`src/hdl/rpcb_pkg.sv`:
```
// shared types, constants and helper functions for the rectangle coverage bitmap
// used by every module of the block except rpcb_ram; depends on nothing
package rpcb_pkg;

    localparam int GRID_SIZE = 512;
    localparam int COORD_W   = 10;
    localparam int ROW_W     = $clog2(GRID_SIZE);
    localparam int QDEPTH    = 2;

    localparam logic ACT_PAINT = 1'b0;
    localparam logic ACT_QUERY = 1'b1;

    typedef logic [COORD_W-1:0]   coord_t;
    typedef logic [GRID_SIZE-1:0] row_t;

    typedef struct packed {
        logic   query;
        logic   empty;
        coord_t xl;
        coord_t xh;
        coord_t yl;
        coord_t yh;
    } item_t;

    function automatic coord_t clamp_coord(coord_t v);
        coord_t r;
        r = ({1'b0, v} > (COORD_W+1)'(GRID_SIZE)) ? COORD_W'(GRID_SIZE) : v;
        return r;
    endfunction

    // bits lo..hi-1 set
    function automatic row_t span_mask(coord_t lo, coord_t hi);
        row_t m;
        for (int i = 0; i < GRID_SIZE; i++) begin
            m[i] = ((COORD_W+1)'(i) >= {1'b0, lo}) && ((COORD_W+1)'(i) < {1'b0, hi});
        end
        return m;
    endfunction

endpackage

```
`src/hdl/rpcb_queue.sv`:
```
// short fifo of classified items between the front end and the row engine
// depends on rpcb_pkg
module rpcb_queue (
    input  logic              aclk,
    input  logic              aresetn,
    input  logic              push,
    input  rpcb_pkg::item_t   push_item,
    input  logic              pop,
    output logic              full,
    output logic              not_empty,
    output rpcb_pkg::item_t   head
);

    localparam int PTR_W = $clog2(rpcb_pkg::QDEPTH);
    localparam int CNT_W = $clog2(rpcb_pkg::QDEPTH + 1);

    rpcb_pkg::item_t  entry_reg [rpcb_pkg::QDEPTH];
    logic [PTR_W-1:0] wr_ptr_reg, wr_ptr_next;
    logic [PTR_W-1:0] rd_ptr_reg, rd_ptr_next;
    logic [CNT_W-1:0] count_reg, count_next;

    assign full      = (count_reg == CNT_W'(rpcb_pkg::QDEPTH));
    assign not_empty = (count_reg != '0);
    assign head      = entry_reg[rd_ptr_reg];

    always_comb begin
        wr_ptr_next = wr_ptr_reg;
        rd_ptr_next = rd_ptr_reg;
        count_next  = count_reg;
        if (push) begin
            wr_ptr_next = (wr_ptr_reg == PTR_W'(rpcb_pkg::QDEPTH - 1)) ? '0
                          : wr_ptr_reg + PTR_W'(1);
        end
        if (pop) begin
            rd_ptr_next = (rd_ptr_reg == PTR_W'(rpcb_pkg::QDEPTH - 1)) ? '0
                          : rd_ptr_reg + PTR_W'(1);
        end
        if (push && !pop) begin
            count_next = count_reg + CNT_W'(1);
        end else if (pop && !push) begin
            count_next = count_reg - CNT_W'(1);
        end
    end

    always_ff @(posedge aclk) begin
        if (!aresetn) begin
            wr_ptr_reg <= '0;
            rd_ptr_reg <= '0;
            count_reg  <= '0;
        end else begin
            wr_ptr_reg <= wr_ptr_next;
            rd_ptr_reg <= rd_ptr_next;
            count_reg  <= count_next;
        end
    end

    always_ff @(posedge aclk) begin
        if (push) begin
            entry_reg[wr_ptr_reg] <= push_item;
        end
    end

`ifndef ASSERT_OFF
    a_no_overflow: assert property (@(posedge aclk) disable iff (!aresetn)
        !(push && full && !pop))
        else $error("queue push while full");

    a_no_underflow: assert property (@(posedge aclk) disable iff (!aresetn)
        pop |-> not_empty)
        else $error("queue pop while empty");

    a_count_bounded: assert property (@(posedge aclk) disable iff (!aresetn)
        count_reg <= CNT_W'(rpcb_pkg::QDEPTH))
        else $error("queue count out of range");
`endif

endmodule

```
`config.mk`:
```
export PLATFORM = sky130hd
export DESIGN_NAME = rpcb_queue
export DESIGN_NICKNAME = d
export VERILOG_FILES = /design/src/hdl/rpcb_pkg.sv /design/src/hdl/rpcb_queue.sv
export SDC_FILE = /design/constraint.sdc
export NUM_CORES = 1
export LEC_CHECK = 0
export ABC_AREA = 1
export ABC_CLOCK_PERIOD_IN_PS = 2700
export BUFFER_PORTS_ARGS = -buffer_cell sky130_fd_sc_hd__clkbuf_2
export CELL_PAD_IN_SITES_DETAIL_PLACEMENT = 1
export CELL_PAD_IN_SITES_GLOBAL_PLACEMENT = 2
export CORE_ASPECT_RATIO = 0.7
export CORE_MARGIN = 2
export CORE_UTILIZATION = 34
export DETAILED_ROUTE_END_ITERATION = 6
export GPL_TIMING_DRIVEN = 0
export PLACE_DENSITY_LB_ADDON = 0.1
export RECOVER_POWER = 100
export SYNTH_ARGS = -nofsm -noshare
export SYNTH_HDL_FRONTEND = slang
export SYNTH_SLANG_ARGS = --single-unit
```
`constraint.sdc`:
```
create_clock -name aclk -period 2.7 [get_ports aclk]
set_input_delay 0.54 -clock aclk [delete_from_list [all_inputs] [get_ports aclk]]
set_output_delay 0.54 -clock aclk [all_outputs]
set_load 0.03 [all_outputs]
```
==> impl_metrics.tcl <==
set metrics [dict create \
    leakagePower_nw 1.59 \
    cts_buffer_depth 2 \
    reg2reg_slack_ps 530 \
    die-area_um2 11000 \
    end_kind "flip-flop" \
    cts_resized 0 \
    synthFlopType "edfxtp_1" \
    via_count 1734 \
    clk_latency_ps 330 \
    layout.nets 315 \
    gp_congestion 0.725 \
    post-cts-setup-buffers 0 \
    grt_pass1_wl_um 9270 \
    ir_drop_mv 0.352 \
    drive_above_1_share_pct 27.9 \
    crit_arrival_ps 2260 \
    critPathCapture "entry_reg[0][26]$_DFFE_PP_" \
    run_status "complete, but fails checks" \
    portBuffers 89 \
    crit_chain "clkbuf_2, inv_1, nor2_1, buf_12" \
    placed_area_um2 4130 \
    setup_viol_count_final 0 \
    register_area_um2 2620 \
    clock_skew_ps 3.62 \
    ff2ff_path_depth 2 \
    ys_warn_count 0 \
    dpl.hpwl_um 4110 \
    drc_errors 0 \
    slew_headroom_pct -11.8 \
    grt_pass1_vias 1835 \
    clk_pin_slew_ps 60 \
    grt-ovfl-total 0 \
    synth_commonest_cells "edfxtp_1 (84), mux2_4 (40), nand2_1 (9), inv_1 (8), nor2_1 (8)" \
    drt_wl_total_um 5880 \
    powerDensity_nw_per_um2 763 \
    area_growth_pct 24.2 \
    antenna_found_initial 0 \
    grt_max_degree 27 \
    async_reset_ff_share_pct 0 \
    core_area_um2 9800 \
    cts.sinks 89 \
    syn_area_um2 3460 \
    drv_cap 1 \
    synth_edf_count 84 \
    via_per_inst 4.34 \
    cpPeakStageDelay_ps 1230 \
    synth_top_area_share_pct 72.8 \
    cp-start-kind "primary input" \
    cts.hold.buffers_added 0 \
    yosys-top-cells-area "edfxtp_1 (73%), mux2_4 (17%), dfxtp_1 (2.9%), buf_12 (2.3%), nand2_1 (0.98%)" \
    synth_cell_type_count 14 \
    synth_top_cell_by_area "edfxtp_1" \
    start_util_pct 35.4 \
    hold_path_class "in -> reg" \
    drv_slew 17 \
    die_h_um 88.5 \
    multi_input_area_um2 721 \
    hold_viol 0 \
    syn_area_per_cell_um2 20.9 \
    finish.utilization_pct 43.9 \
    grt_setup_unrepaired "no" \
    antennaDiodeCount 0 \
    fillers 1023 \
    grt_use_total_pct 11.2 \
    wl_per_cell_um 14.7 \
    rows 30 \
    largest_register_ffs 84 \
    fmax_mhz 448 \
    rr_startpoint "wr_ptr_reg$_SDFFE_PN0P_" \
    worstPathRequired_ps 2720 \
    cp_max_fo 26 \
    startpoint "push" \
    first_iter_violations 38 \
    synth.most_common_cell "edfxtp_1" \
    holdWs_ps 401 \
    ios 90 \
    tritoncts "built" \
    cts_buffers 9 \
    finalCritPeriodShare_pct 82.6 \
    cts_root_buf "clkbuf_16" \
    syn-num-nets 213 \
    synth_seq_cells 89 \
    crit_slowest_cell "nor2_1" \
    tns_ps 0 \
    violations "capacitance limit, slew limit" \
    worst_slew_pin_slew_ps 1670 \
    seq_area_frac_synth_pct 75.7 \
    antenna_left 0 \
    netlist_instances 166 \
    r2r-end "entry_reg[0][26]$_DFFE_PP_" \
    dr.pass1.iters 4 \
    worst-setup-path-type "in -> reg" \
    cts_max_level 3 \
    fin_area_um2 4300 \
    post-route-min-period_ps 2230 \
    dieWidth_um 125 \
]
## layout make-up
class / count / area share, %
Inverter: 8 / 0.698
Sequential cell: 89 / 60.9
Clock inverter: 4 / 1.60
Tap cell: 128 / 3.72
Multi-Input combinational cell: 64 / 16.7
Timing Repair Buffer: 91 / 8.78
Clock buffer: 11 / 5.41
Buffer: 5 / 2.12
## routing by layer
metal  GRT usage [%]  routed length, µm
met2            19.0               2910
met4            3.98                 54
met5               0                  0
met3            5.26                427
met1            12.8               2480
## through the flow
step	std cells	power [mW]	setup WS, ps
floorplan	166	1.96	632
global placement	383	2.08	-215
detailed placement	385	2.10	860
CTS	400	3.36	666
global route	400	3.42	340
finish	400	3.28	470
## worst min path at each step
stage,startpoint,endpoint,cells after the start
floorplan,rd_ptr_reg$_SDFFE_PN0P_,flip-flop,2
global placement,rd_ptr_reg$_SDFFE_PN0P_,rd_ptr_reg$_SDFFE_PN0P_,2
detailed placement,rd_ptr_reg$_SDFFE_PN0P_,flip-flop,2
CTS,push_item[16],entry_reg[1][16]$_DFFE_PP_,1
global route,push_item[22],entry_reg[1][22]$_DFFE_PP_,1
finish,push_item[29],entry_reg[0][29]$_DFFE_PP_,1
## placed cells by master, fill, tap and decap left out
cell	synthesis	final
nand3_1	1	1
a21oi_1	1	1
mux2_2	2	2
clkbuf_2	0	16
nand4_1	1	1
clkbuf_1	0	76
mux2_4	40	40
o21ai_0	1	1
nand2_1	9	9
inv_1	8	8
edfxtp_1	84	84
buf_12	4	5
clkbuf_16	0	9
bufinv_16	0	2
ha_1	1	1
clkinv_1	0	1
dfxtp_1	5	5
nor2_1	8	8
clkinv_2	0	1
buf_6	1	1
## report_power, final
| group | internal (mW) | total, mW | switching (mW) |
|---|---|---|---|
| Sequential | 1.59 | 1.61 | 0.0189 |
| Clock | 0.800 | 1.25 | 0.451 |
| Combinational | 0.159 | 0.418 | 0.259 |
| Total | 2.55 | 3.28 | 0.728 |
## worst max-delay path: cells and delay by family
family / cells / cell delay [ps]
AND/OR/NAND/NOR: 1 / 1230
buffers and inverters: 3 / 480
## cells by family (layout without fill, tap and decap cells)
family / count (synthesis) / in the layout / share of synthesized area, %
adders and majority gates: 1 / 1 / 0.361
muxes: 42 / 42 / 18.0
AOI/OAI and AO/OA: 2 / 2 / 0.289
and+or+nand+nor: 19 / 19 / 2.17
buffers and inverters: 13 / 119 / 3.50
DFF: 89 / 89 / 75.7
Note: power is estimated with default switching activity, not from simulation.
