--- src/hdl/rpcb_pkg.sv ---
// shared types, constants and helper functions for the rectangle coverage bitmap
// used by every module of the block except rpcb_ram; depends on nothing
package rpcb_pkg;

    localparam int GRID_SIZE = 512;
    localparam int COORD_W   = 10;
    localparam int ROW_W     = $clog2(GRID_SIZE);
    localparam int QDEPTH    = 2;

    localparam logic ACT_PAINT = 1'b0;
    localparam logic ACT_QUERY = 1'b1;

    typedef logic [COORD_W-1:0]   coord_t;
    typedef logic [GRID_SIZE-1:0] row_t;

    typedef struct packed {
        logic   query;
        logic   empty;
        coord_t xl;
        coord_t xh;
        coord_t yl;
        coord_t yh;
    } item_t;

    function automatic coord_t clamp_coord(coord_t v);
        coord_t r;
        r = ({1'b0, v} > (COORD_W+1)'(GRID_SIZE)) ? COORD_W'(GRID_SIZE) : v;
        return r;
    endfunction

    // bits lo..hi-1 set
    function automatic row_t span_mask(coord_t lo, coord_t hi);
        row_t m;
        for (int i = 0; i < GRID_SIZE; i++) begin
            m[i] = ((COORD_W+1)'(i) >= {1'b0, lo}) && ((COORD_W+1)'(i) < {1'b0, hi});
        end
        return m;
    endfunction

endpackage

--- src/hdl/rpcb_front.sv ---
// front end: accepts input beats, clamps coordinates and classifies the rectangle
// depends on rpcb_pkg; feeds rpcb_queue
module rpcb_front (
    input  logic                    s_valid,
    output logic                    s_ready,
    input  logic                    s_action,
    input  rpcb_pkg::coord_t        s_x_low,
    input  rpcb_pkg::coord_t        s_y_low,
    input  rpcb_pkg::coord_t        s_x_high,
    input  rpcb_pkg::coord_t        s_y_high,
    input  logic                    clearing,
    input  logic                    q_full,
    output logic                    q_push,
    output rpcb_pkg::item_t         q_item
);

    rpcb_pkg::coord_t xl, xh, yl, yh;
    logic             empty;

    always_comb begin
        xl    = rpcb_pkg::clamp_coord(s_x_low);
        xh    = rpcb_pkg::clamp_coord(s_x_high);
        yl    = rpcb_pkg::clamp_coord(s_y_low);
        yh    = rpcb_pkg::clamp_coord(s_y_high);
        empty = (xl >= xh) || (yl >= yh);
    end

    assign s_ready = !clearing && !q_full;

    // an empty paint has no effect and is dropped here
    assign q_push = s_valid && s_ready && !(s_action == rpcb_pkg::ACT_PAINT && empty);

    always_comb begin
        q_item.query = (s_action == rpcb_pkg::ACT_QUERY);
        q_item.empty = empty;
        q_item.xl    = xl;
        q_item.xh    = xh;
        q_item.yl    = yl;
        q_item.yh    = yh;
    end

endmodule

--- config.mk ---
export PLATFORM = sky130hd
export DESIGN_NAME = rpcb_front
export DESIGN_NICKNAME = d
export VERILOG_FILES = /design/src/hdl/rpcb_pkg.sv /design/src/hdl/rpcb_front.sv
export SDC_FILE = /design/constraint.sdc
export NUM_CORES = 1
export LEC_CHECK = 0
export BUFFER_PORTS_ARGS = -buffer_cell sky130_fd_sc_hd__buf_4
export CORE_UTILIZATION = 37
export DETAILED_ROUTE_END_ITERATION = 8
export GPL_TIMING_DRIVEN = 0
export PLACE_DENSITY = 0.81
export SYNTH_ARGS = -nofsm -noshare
export SYNTH_HDL_FRONTEND = slang
export SYNTH_SLANG_ARGS = --single-unit
--- constraint.sdc ---
create_clock -name vclk -period 2.4
set_clock_uncertainty 0.2 [all_clocks]
set_input_delay 0.12 -clock vclk [all_inputs]
set_output_delay 0.12 -clock vclk [all_outputs]
set_load 0.02 [all_outputs]
==> metrics.cfg, run 1 <==
[cells_and_area]
post-route-util_pct = 79.29
area_delta_synth_final_pct = 94.00
nFillCells = 144
seq_cells = 0
seqCellArea_um2 = 0
clock_buffers = 0
n_antenna_cell = 0
fin_nets = 286
layout-drive-gt1-share_pct = 45.91

[cts]
cts_hold_buf = 0

[yosys]
synth_area_um2 = 834.6
ys_warn_count = 0
syn_nets = 195
avgSynthCellArea_um2 = 6.371
synth_cell_types = 24
synth.area.top_cells = ha_1 (30%), nor2b_1 (13%), inv_1 (9.9%), nand2_1 (9.9%), o41ai_2 (3.9%)
syn-instance-count = 131
yosysSeqAreaShare_pct = 0
synthTopCellsByCount = inv_1 (22), nand2_1 (22), ha_1 (20), nor2b_1 (18)
yosys.area.top_type = ha_1
synth_top_area_share_pct = 29.99

[power]
leakagePower_nw = 0.9514
power_mw = 0.3305
p_per_area_nw_per_um2 = 204.1
ir_drop_mv = 0.1370

[global_routing]
antenna_found_initial = 0
met1_usage_pct = 26.56
grt_use_met2_pct = 50.46
grt_pass1_wl_mm = 4.836
grt-busiest-layer = met2
grt_max_degree = 12
grt_use_total_pct = 24.42
grt_pass1_vias = 1192
met3_usage_pct = 4.630
gr-total-overflow = 0

[floorplan]
initial_core_util_pct = 40.87
rows = 16
core_um2 = 2042
die_area_um2 = 2449
num_io_pins = 88
die_w_um = 49.49
die_h_um = 49.49

[worst_setup_path]
worstSetupPathType = in2out
cp_max_fo = 3
critical_path_arrival_ns = 2.23
critPathRequiredTime_ns = 2.08
crit_chain = buf_8 -> nor4_4 -> nand2_2 -> o41ai_4 -> nand2_1 -> ha_4 -> a21oi_1 -> a21oi_2 -> a211oi_2 -> a31oi_1 -> a311oi_2 -> buf_4
crit_path_max_incr_delay_ns = 0.27
cpMaxStageDelayCell = o41ai_4
cp_top_family = compound AO/OA/AOI/OAI gates
crit_cells = 12
timing.critical_path.buf_inv = 2
endpoint_kind = output pin
start_kind = primary input

[timing]
hold_viol = 0
max_freq_mhz = 391.7
tightest_slew_ns = 0.3009
drv_slew = 0
fin_crit_sh_pct = 106.4
fin_ws_ns = -0.1530
rsz0062_at_grt = true
period_minus_slack_ns = 2.553
max_slew_margin_pct = 79.87
setup_viol = 2

[detailed_routing]
routed_wl_mm = 3.156
drt_iter0_markers = 14
via_per_inst = 4.968
ant_nets = 0
drcViolationCount = 0
vias = 1227
dr.pass1.iters = 4
wl_per_cell_um = 12.78

[hold_path]
holdPathStages = 3
hold_class = in2out

[placement]
port-buffer-count = 88
gp_congestion = 0.8227
hpwl_mm = 2.676

[run_status]
violations = negative setup slack
status = finished, violations left

[run]
max_cap_viol_count = 0

==> power breakdown <==
group | switching [mW] | total (mW) | internal, mW
Sequential | 0 | 0 | 0
Combinational | 0.170 | 0.331 | 0.160
Clock | 0 | 0 | 0
==> layer usage <==
layer	share of wire, %	up-vias	routed length (um)
met3	8.4	0	266
li1	-	622	-
met1	41	532	1285
met4	0	0	0
met2	51	73	1604
met5	0	-	0
==> per-stage QoR <==
| stage | hold WS [ns] | cells | setup TNS [ns] | worst slack (ns) | area, um2 |
|---|---|---|---|---|---|
| 2_1_floorplan | 0.1221 | 131 | 0 | 0.02829 | 843.3 |
| 3_3_place_gp | 0.2962 | 246 | -0.3375 | -0.2123 | 1538 |
| 3_5_place_dp | 0.2989 | 246 | -0.4545 | -0.2748 | 1538 |
| 4_1_cts | 0.3005 | 246 | -0.2897 | -0.1925 | 1569 |
| 5_1_grt | 0.3260 | 247 | -0.3638 | -0.2384 | 1619 |
| 6_report | 0.2996 | 247 | -0.2037 | -0.1530 | 1619 |
==> worst paths after layout <==
kind                   startpoint      end  slack, ns
worst min-delay path     clearing  s_ready       0.30
worst max-delay path  s_y_high[5]   q_push      -0.15
==> cell usage in the layout (no fill, tap or decap) <==
cell type,n
o21a_1,1
a21o_1,1
a211o_1,2
buf_6,1
and4_1,1
o21ai_0,1
nor2b_1,17
inv_1,22
nor2b_2,1
nor4_4,1
a21boi_1,1
nand2b_1,3
clkbuf_1,4
nor4_1,2
nor3_1,2
a211oi_2,1
o41ai_4,2
ha_1,19
o21ai_1,1
a311oi_2,1
buf_4,89
ha_4,1
buf_8,1
nand2_2,1
a31oi_1,2
nand3_1,4
a21oi_1,5
a21oi_2,1
nand4_1,4
nor4_2,1
nand2_1,21
nor2_1,6
==> timing repair <==
| action | in CTS | in global routing |
|---|---|---|
| resized for setup | 5 | 6 |
| setup buffers | 1 | 1 |
| pin swaps | 3 | 1 |
| endpoints found under the setup margin | 2 | 2 |
==> logic make-up after synthesis <==
family	Yosys count	share of synthesized area, %
AND/OR/NAND/NOR	64	38.98
buffers and inverters	28	13.49
adder cells (fa/ha/maj)	20	29.99
AO/OA/AOI/OAI	19	17.54
==> area by class of cell <==
| type | count | area [um2] | share of cell area [%] |
|---|---|---|---|
| multi-input cells | 103 | 793.3 | 49.00 |
| inverters | 22 | 82.58 | 5.100 |
| well taps | 27 | 33.78 | 2.087 |
| plain buffers | 5 | 22.52 | 1.391 |
| repair buffers | 90 | 686.9 | 42.43 |
==> worst min-delay path, stage by stage <==
cell    delay (ns)
buf_4         0.08
nor2_1        0.04
buf_4         0.15
(Power assumes the default switching activity.)
==> inputs of run 2 (changes only) <==
CORE_ASPECT_RATIO = 0.8   (was not set)
CORE_MARGIN = 2   (was not set)
CORE_UTILIZATION = 23   (was 37)
PLACE_DENSITY = 0.54   (was 0.81)
==> run 2 against run 1 <==
  * The run still ends with negative setup slack left
  * Cell count is 6.1% higher
  * Total power is 1.1% lower
  * Utilization is 33 points lower
  * Count of clock-buffer cells in the layout stayed put
  * Highest routed layer unchanged
==> metrics.cfg, run 2 (same netlist as run 1, synthesis figures left out) <==
[run_status]
status = finished, violations left  ; unchanged
violations = negative setup slack  ; unchanged

[cells_and_area]
area_delta_synth_final_pct = 92.95  ; was 94.00%
clock_buffers = 0  ; unchanged
final_cell_mix = buf_4 (89), inv_1 (22), nand2_1 (22)  ; was buf_4 (89), inv_1 (22), nand2_1 (21)
seqCellArea_um2 = 0  ; unchanged
layoutNonFillerInstCount = 262  ; was 247
layout-drive-gt1-share_pct = 45.45  ; was 45.91%
final_cell_area_um2 = 1610  ; was 1619 um2
seq_cells = 0  ; unchanged
nFillCells = 369  ; was 144
final_common_cell = buf_4  ; unchanged
n_antenna_cell = 0  ; unchanged
fin_nets = 286  ; unchanged

[global_routing]
grt_use_total_pct = 14.54  ; was 24.42%
grt_pass1_wl_mm = 5.043  ; was 4.836 mm
antenna_found_initial = 0  ; unchanged
gr-total-overflow = 0  ; unchanged
grt_max_degree = 12  ; unchanged
grt_pass1_vias = 1144  ; was 1,192

[detailed_routing]
routed_wl_mm = 3.263  ; was 3.156 mm
wl_per_cell_um = 12.45  ; was 12.78 um
dr.pass1.iters = 4  ; unchanged
drt_iter0_markers = 30  ; was 14
drcViolationCount = 0  ; unchanged
via_per_inst = 4.477  ; was 4.968
vias = 1173  ; was 1,227
ant_nets = 0  ; unchanged

[power]
p_per_area_nw_per_um2 = 202.9  ; was 204.1 nW/um2
ir_drop_mv = 0.07267  ; was 0.1370 mV
combPwrFrac_pct = 100.0  ; about the same
leakagePower_nw = 0.9391  ; was 0.9514 nW
switching_share_pct = 51.45  ; was 51.56%
sequentialPowerShare_pct = 0  ; about the same
switching_power_mw = 0.1681  ; was 0.1704 mW
internal_power_mw = 0.1586  ; was 0.1601 mW
pwr-share-clk_pct = 0  ; about the same

[timing]
hold_viol = 0  ; unchanged
period_minus_slack_ns = 2.581  ; was 2.553 ns
final.setup.tns_ns = -0.2177  ; was -0.2037 ns
tightest_slew_ns = 0.3254  ; was 0.3009 ns
rsz0062_at_grt = true  ; unchanged
drv_slew = 0  ; unchanged
max_freq_mhz = 387.5  ; was 391.7 MHz
max_slew_margin_pct = 78.07  ; was 79.87%
fin_crit_sh_pct = 107.5  ; was 106.4%
setup_viol = 2  ; unchanged
fin_ws_ns = -0.1806  ; was -0.1530 ns

[floorplan]
die_area_um2 = 4129  ; was 2449 um2
rows = 19  ; was 16
die_w_um = 71.35  ; was 49.49 um
core_um2 = 3447  ; was 2042 um2
die_h_um = 57.88  ; was 49.49 um
num_io_pins = 88  ; unchanged
initial_core_util_pct = 24.21  ; was 40.87%

[run]
max_cap_viol_count = 0  ; unchanged

[worst_setup_path]
start_kind = primary input  ; unchanged
crit_path_max_incr_delay_ns = 0.33  ; was 0.27 ns
endpoint_kind = output pin  ; unchanged
critPathRequiredTime_ns = 2.08  ; about the same
cp_top_family = compound AO/OA/AOI/OAI gates  ; unchanged
crit_chain = buf_4 -> nor4_1 -> nand2_1 -> o41ai_2 -> nand2_1 -> ha_1 -> o21a_1 -> a21oi_1 -> o21ai_1 -> a311oi_2 -> buf_4  ; was buf_8 -> nor4_4 -> nand2_2 -> o41ai_4 -> nand2_1 -> ha_4 -> a21oi_1 -> a21oi_2 -> a211oi_2 -> a31oi_1 -> a311oi_2 -> buf_4
cpMaxStageDelayCell = ha_1  ; was o41ai_4
cp_max_fo = 2  ; was 3
worstSetupPathType = in2out  ; unchanged
timing.critical_path.buf_inv = 2  ; unchanged
critical_path_arrival_ns = 2.26  ; was 2.23 ns

[placement]
dp_cells = 261  ; was 246
dpl_cell_area_um2 = 1556  ; was 1538 um2
port-buffer-count = 88  ; unchanged
gp_congestion = 0.8370  ; was 0.8227
dp_slack_ns = -0.2700  ; was -0.2748 ns
hpwl_mm = 2.970  ; was 2.676 mm

[cts]
cts_hold_buf = 0  ; unchanged

[hold_path]
hold_class = in2out  ; unchanged

run 2: cell counts in the layout (fill, tap and decap cells not counted):
No cell type changed its count.
run 2: layout make-up:
class	instances	area [um2]	area share (%)
buffer	5	22.52	1.399
multi-input combinational	103	765.7	47.55
tap	42	52.55	3.263
inverter	22	82.58	5.128
timing repair buffer	90	686.9	42.66
run 2: power groups by stage:
| stage | Combinational, mW | Clock, mW | Sequential [mW] |
|---|---|---|---|
| after floorplan | 0.161 | 0 | 0 |
| after global placement | 0.314 | 0 | 0 |
| after detailed placement | 0.317 | 0 | 0 |
| after CTS | 0.328 | 0 | 0 |
| after global routing | 0.357 | 0 | 0 |
| final | 0.327 | 0 | 0 |
run 2: worst paths after layout:
path / startpoint / end / slack [ns] / depth (start not counted)
worst min-delay path: clearing / s_ready / 0.30 / 3
worst max-delay path: s_x_high[5] / q_push / -0.18 / 11
run 2: stage by stage:
step,power (mW),hold WS (ns),utilization [%]
after global placement,0.3137,0.2991,45.15
final,0.3267,0.3047,46.72
after global routing,0.3568,0.3150,46.72
after floorplan,0.1613,0.1221,-
after detailed placement,0.3171,0.3014,45.15
after CTS,0.3275,0.3021,46.61
run 2: per-layer routing:
layer  wire (um)  vias up  GRT usage, %
met4           0        0        0.5391
met1        1508      522         20.65
li1            -      623             -
met5           0        -             0
met3         119        0        0.5217
met2        1635       28         25.93
run 2: what timing repair did:
action,CTS,global route
endpoints found under the hold margin,0,0
buffers inserted,13,0
setup endpoints to repair,2,2
pin swaps,3,2
resized for setup,7,2
==> inputs of run 3 (changes only) <==
ABC_AREA = 1   (was not set)
CELL_PAD_IN_SITES_DETAIL_PLACEMENT = 1   (was not set)
CELL_PAD_IN_SITES_GLOBAL_PLACEMENT = 1   (was not set)
PLACE_DENSITY = 0.81   (was 0.54)
==> run 3 against run 2 <==
  * Largest power group unchanged
  * The run still ends with negative setup slack left
  * Utilization is 4.3 points higher
  * Critical path depth is 2 higher
  * Critical path type unchanged
  * Setup slack improved by 0.060 ns
  * Count of clock-buffer cells in the layout unchanged
  * Die area is 15% higher
==> metrics.cfg, run 3 <==
[worst_setup_path]
timing.critical_path.buf_inv = 3  ; was 2
crit_path_max_incr_delay_ns = 0.26  ; was 0.33 ns
critical_path_arrival_ns = 2.20  ; was 2.26 ns
crit_cells = 13  ; was 11
crit_start = s_y_high[5]  ; was s_x_high[5]
cp_max_fo = 7  ; was 2
start_kind = primary input  ; unchanged
endpoint_kind = output pin  ; unchanged
crit_chain = buf_6 -> nor4_4 -> nand4_1 -> nand2_4 -> buf_4 -> nand2_1 -> ha_1 -> nand3_1 -> nand3_1 -> nor2_2 -> nand3_2 -> a21oi_2 -> buf_6  ; was buf_4 -> nor4_1 -> nand2_1 -> o41ai_2 -> nand2_1 -> ha_1 -> o21a_1 -> a21oi_1 -> o21ai_1 -> a311oi_2 -> buf_4
cp-endpoint = q_push  ; unchanged
critPathRequiredTime_ns = 2.08  ; about the same
cpMaxStageDelayCell = nor4_4  ; was ha_1
worstSetupPathType = in2out  ; unchanged
cp_top_family = simple AND/OR/NAND/NOR gates  ; was compound AO/OA/AOI/OAI gates

[detailed_routing]
dr.pass1.iters = 4  ; unchanged
wl_per_cell_um = 15.26  ; was 12.45 um
routed_wl_mm = 5.111  ; was 3.263 mm
ant_nets = 0  ; unchanged
drcViolationCount = 0  ; unchanged
vias = 1502  ; was 1,173
via_per_inst = 4.484  ; was 4.477
drt_iter0_markers = 37  ; was 30

[cts]
cts_hold_buf = 0  ; unchanged

[placement]
port-buffer-count = 88  ; unchanged
hpwl_mm = 3.505  ; was 2.970 mm
dpl_cell_area_um2 = 1715  ; was 1556 um2
dp_slack_ns = -0.1228  ; was -0.2700 ns
gp_congestion = 0.7928  ; was 0.8370

[global_routing]
gr-total-overflow = 0  ; unchanged
grt_use_total_pct = 15.98  ; was 14.54%
grt_pass1_wl_mm = 6.210  ; was 5.043 mm
grt_max_degree = 11  ; was 12
grt_pass1_vias = 1422  ; was 1,144
antenna_found_initial = 0  ; unchanged

[yosys]
syn-instance-count = 180  ; was 131
yosys.area.top_type = ha_1  ; unchanged
synth_top_area_share_pct = 25.94  ; was 29.99%
ys_warn_count = 0  ; unchanged
synth_cell_types = 19  ; was 24
syn_nets = 244  ; was 195
yosysSeqAreaShare_pct = 0  ; unchanged
yosys.cell_count.top_type = nand2_1
synth_area_um2 = 964.7  ; was 834.6 um2
avgSynthCellArea_um2 = 5.359  ; was 6.371 um2
synth.area.top_cells = ha_1 (26%), nand2_1 (19%), inv_1 (18%), nor2_1 (9.7%), a21boi_0 (4.7%)  ; was ha_1 (30%), nor2b_1 (13%), inv_1 (9.9%), nand2_1 (9.9%), o41ai_2 (3.9%)
synthTopCellsByCount = nand2_1 (48), inv_1 (47), nor2_1 (25), ha_1 (20), a21oi_1 (8)  ; was inv_1 (22), nand2_1 (22), ha_1 (20), nor2b_1 (18)

[floorplan]
initial_core_util_pct = 23.53  ; was 24.21%
die_w_um = 76.41  ; was 71.35 um
die_h_um = 61.93  ; was 57.88 um
num_io_pins = 88  ; unchanged
rows = 21  ; was 19
die_area_um2 = 4731  ; was 4129 um2
core_um2 = 4099  ; was 3447 um2

[cells_and_area]
final_common_cell = buf_4  ; unchanged
nFillCells = 542  ; was 369
clock_buffers = 0  ; unchanged
layout-drive-gt1-share_pct = 51.44  ; was 45.45%
fin_nets = 344  ; was 286
final_cell_area_um2 = 2092  ; was 1610 um2
seq_cells = 0  ; unchanged
seqCellArea_um2 = 0  ; unchanged
area_delta_synth_final_pct = 116.9  ; was 92.95%
final_cell_mix = buf_4 (89), inv_1 (44), nand2_1 (39)  ; was buf_4 (89), inv_1 (22), nand2_1 (22)
n_antenna_cell = 0  ; unchanged

[timing]
fin_ws_ns = -0.1202  ; was -0.1806 ns
setup_viol = 2  ; unchanged
drv_slew = 0  ; unchanged
max_freq_mhz = 396.8  ; was 387.5 MHz
period_minus_slack_ns = 2.520  ; was 2.581 ns
rsz0062_at_grt = true  ; unchanged
hold_viol = 0  ; unchanged
tightest_slew_ns = 0.3223  ; was 0.3254 ns
max_slew_margin_pct = 78.35  ; was 78.07%
final.setup.tns_ns = -0.2206  ; was -0.2177 ns
fin_crit_sh_pct = 105.0  ; was 107.5%
timing.hold.ws_ns = 0.3024  ; was 0.3047 ns

[power]
ir_drop_mv = 0.07854  ; was 0.07267 mV
p_per_area_nw_per_um2 = 203.8  ; was 202.9 nW/um2
leakagePower_nw = 1.228  ; was 0.9391 nW

[run_status]
status = finished, violations left  ; unchanged
violations = negative setup slack  ; unchanged

[hold_path]
hold_class = in2out  ; unchanged

[run]
max_cap_viol_count = 0  ; unchanged

## run 3: cell count changes in the layout (fill, tap and decap cells not counted), moves of 4 or more
cell      previous run  this run
nor2_2               0         4
nand2_1             22        39
a21boi_4             0         4
inv_1               22        44
nor2_1               6        21
buf_6                1        11
nand2_4              0         6
nand2_2              0         4
nor2b_1             17         0
## run 3: worst min-delay path, cell delays in order
cell,delay (ns)
buf_4,0.08
nor2_1,0.04
buf_4,0.15
## run 3: what timing repair did
action	in CTS	in global routing
gates resized for setup	11	53
setup endpoints to repair	2	2
setup buffers	3	8
pin swaps	4	22
## run 3: logic make-up after synthesis
| group | share of synthesized area, % |
|---|---|
| compound gates | 12.71 |
| fa+ha+maj | 25.94 |
| buf+inv | 22.31 |
| simple gates | 39.04 |
## run 3: cell type report
type	count	area (um2)	area share, %
well taps	57	71.32	3.409
inverters	48	191.4	9.151
plain buffers	6	33.78	1.615
repair buffers	99	788.3	37.68
multi-input cells	125	1007	48.15
## run 3: how the worst min path moves through the flow
| stage | start | endpoint | cells past startpoint |
|---|---|---|---|
| 3_5_place_dp | clearing | s_ready | 3 |
| 6_report | clearing | s_ready | 3 |
| 3_3_place_gp | clearing | s_ready | 3 |
| 2_1_floorplan | clearing | s_ready | 1 |
| 4_1_cts | clearing | s_ready | 3 |
| 5_1_grt | clearing | s_ready | 3 |
## run 3: where the power goes
group / total [mW] / switching [mW] / internal [mW]
sequential: 0 / 0 / 0
clock: 0 / 0 / 0
combinational: 0.426 / 0.229 / 0.197
## run 3: metal layers
metal,vias to the layer above,share of wire [%],track usage [%]
met3,10,4.9,1.879
met1,695,38,19.91
met5,-,0,0
met2,51,55,32.36
li1,746,-,-
met4,0,2.2,0
## run 3: stage by stage
stage	utilization [%]	power, mW	instances
final	51.04	0.4263	335
after global routing	51.04	0.4615	335
after CTS	43.99	0.3554	328
after detailed placement	41.85	0.3403	325
after global placement	41.85	0.3316	325
after floorplan	-	0.1790	180
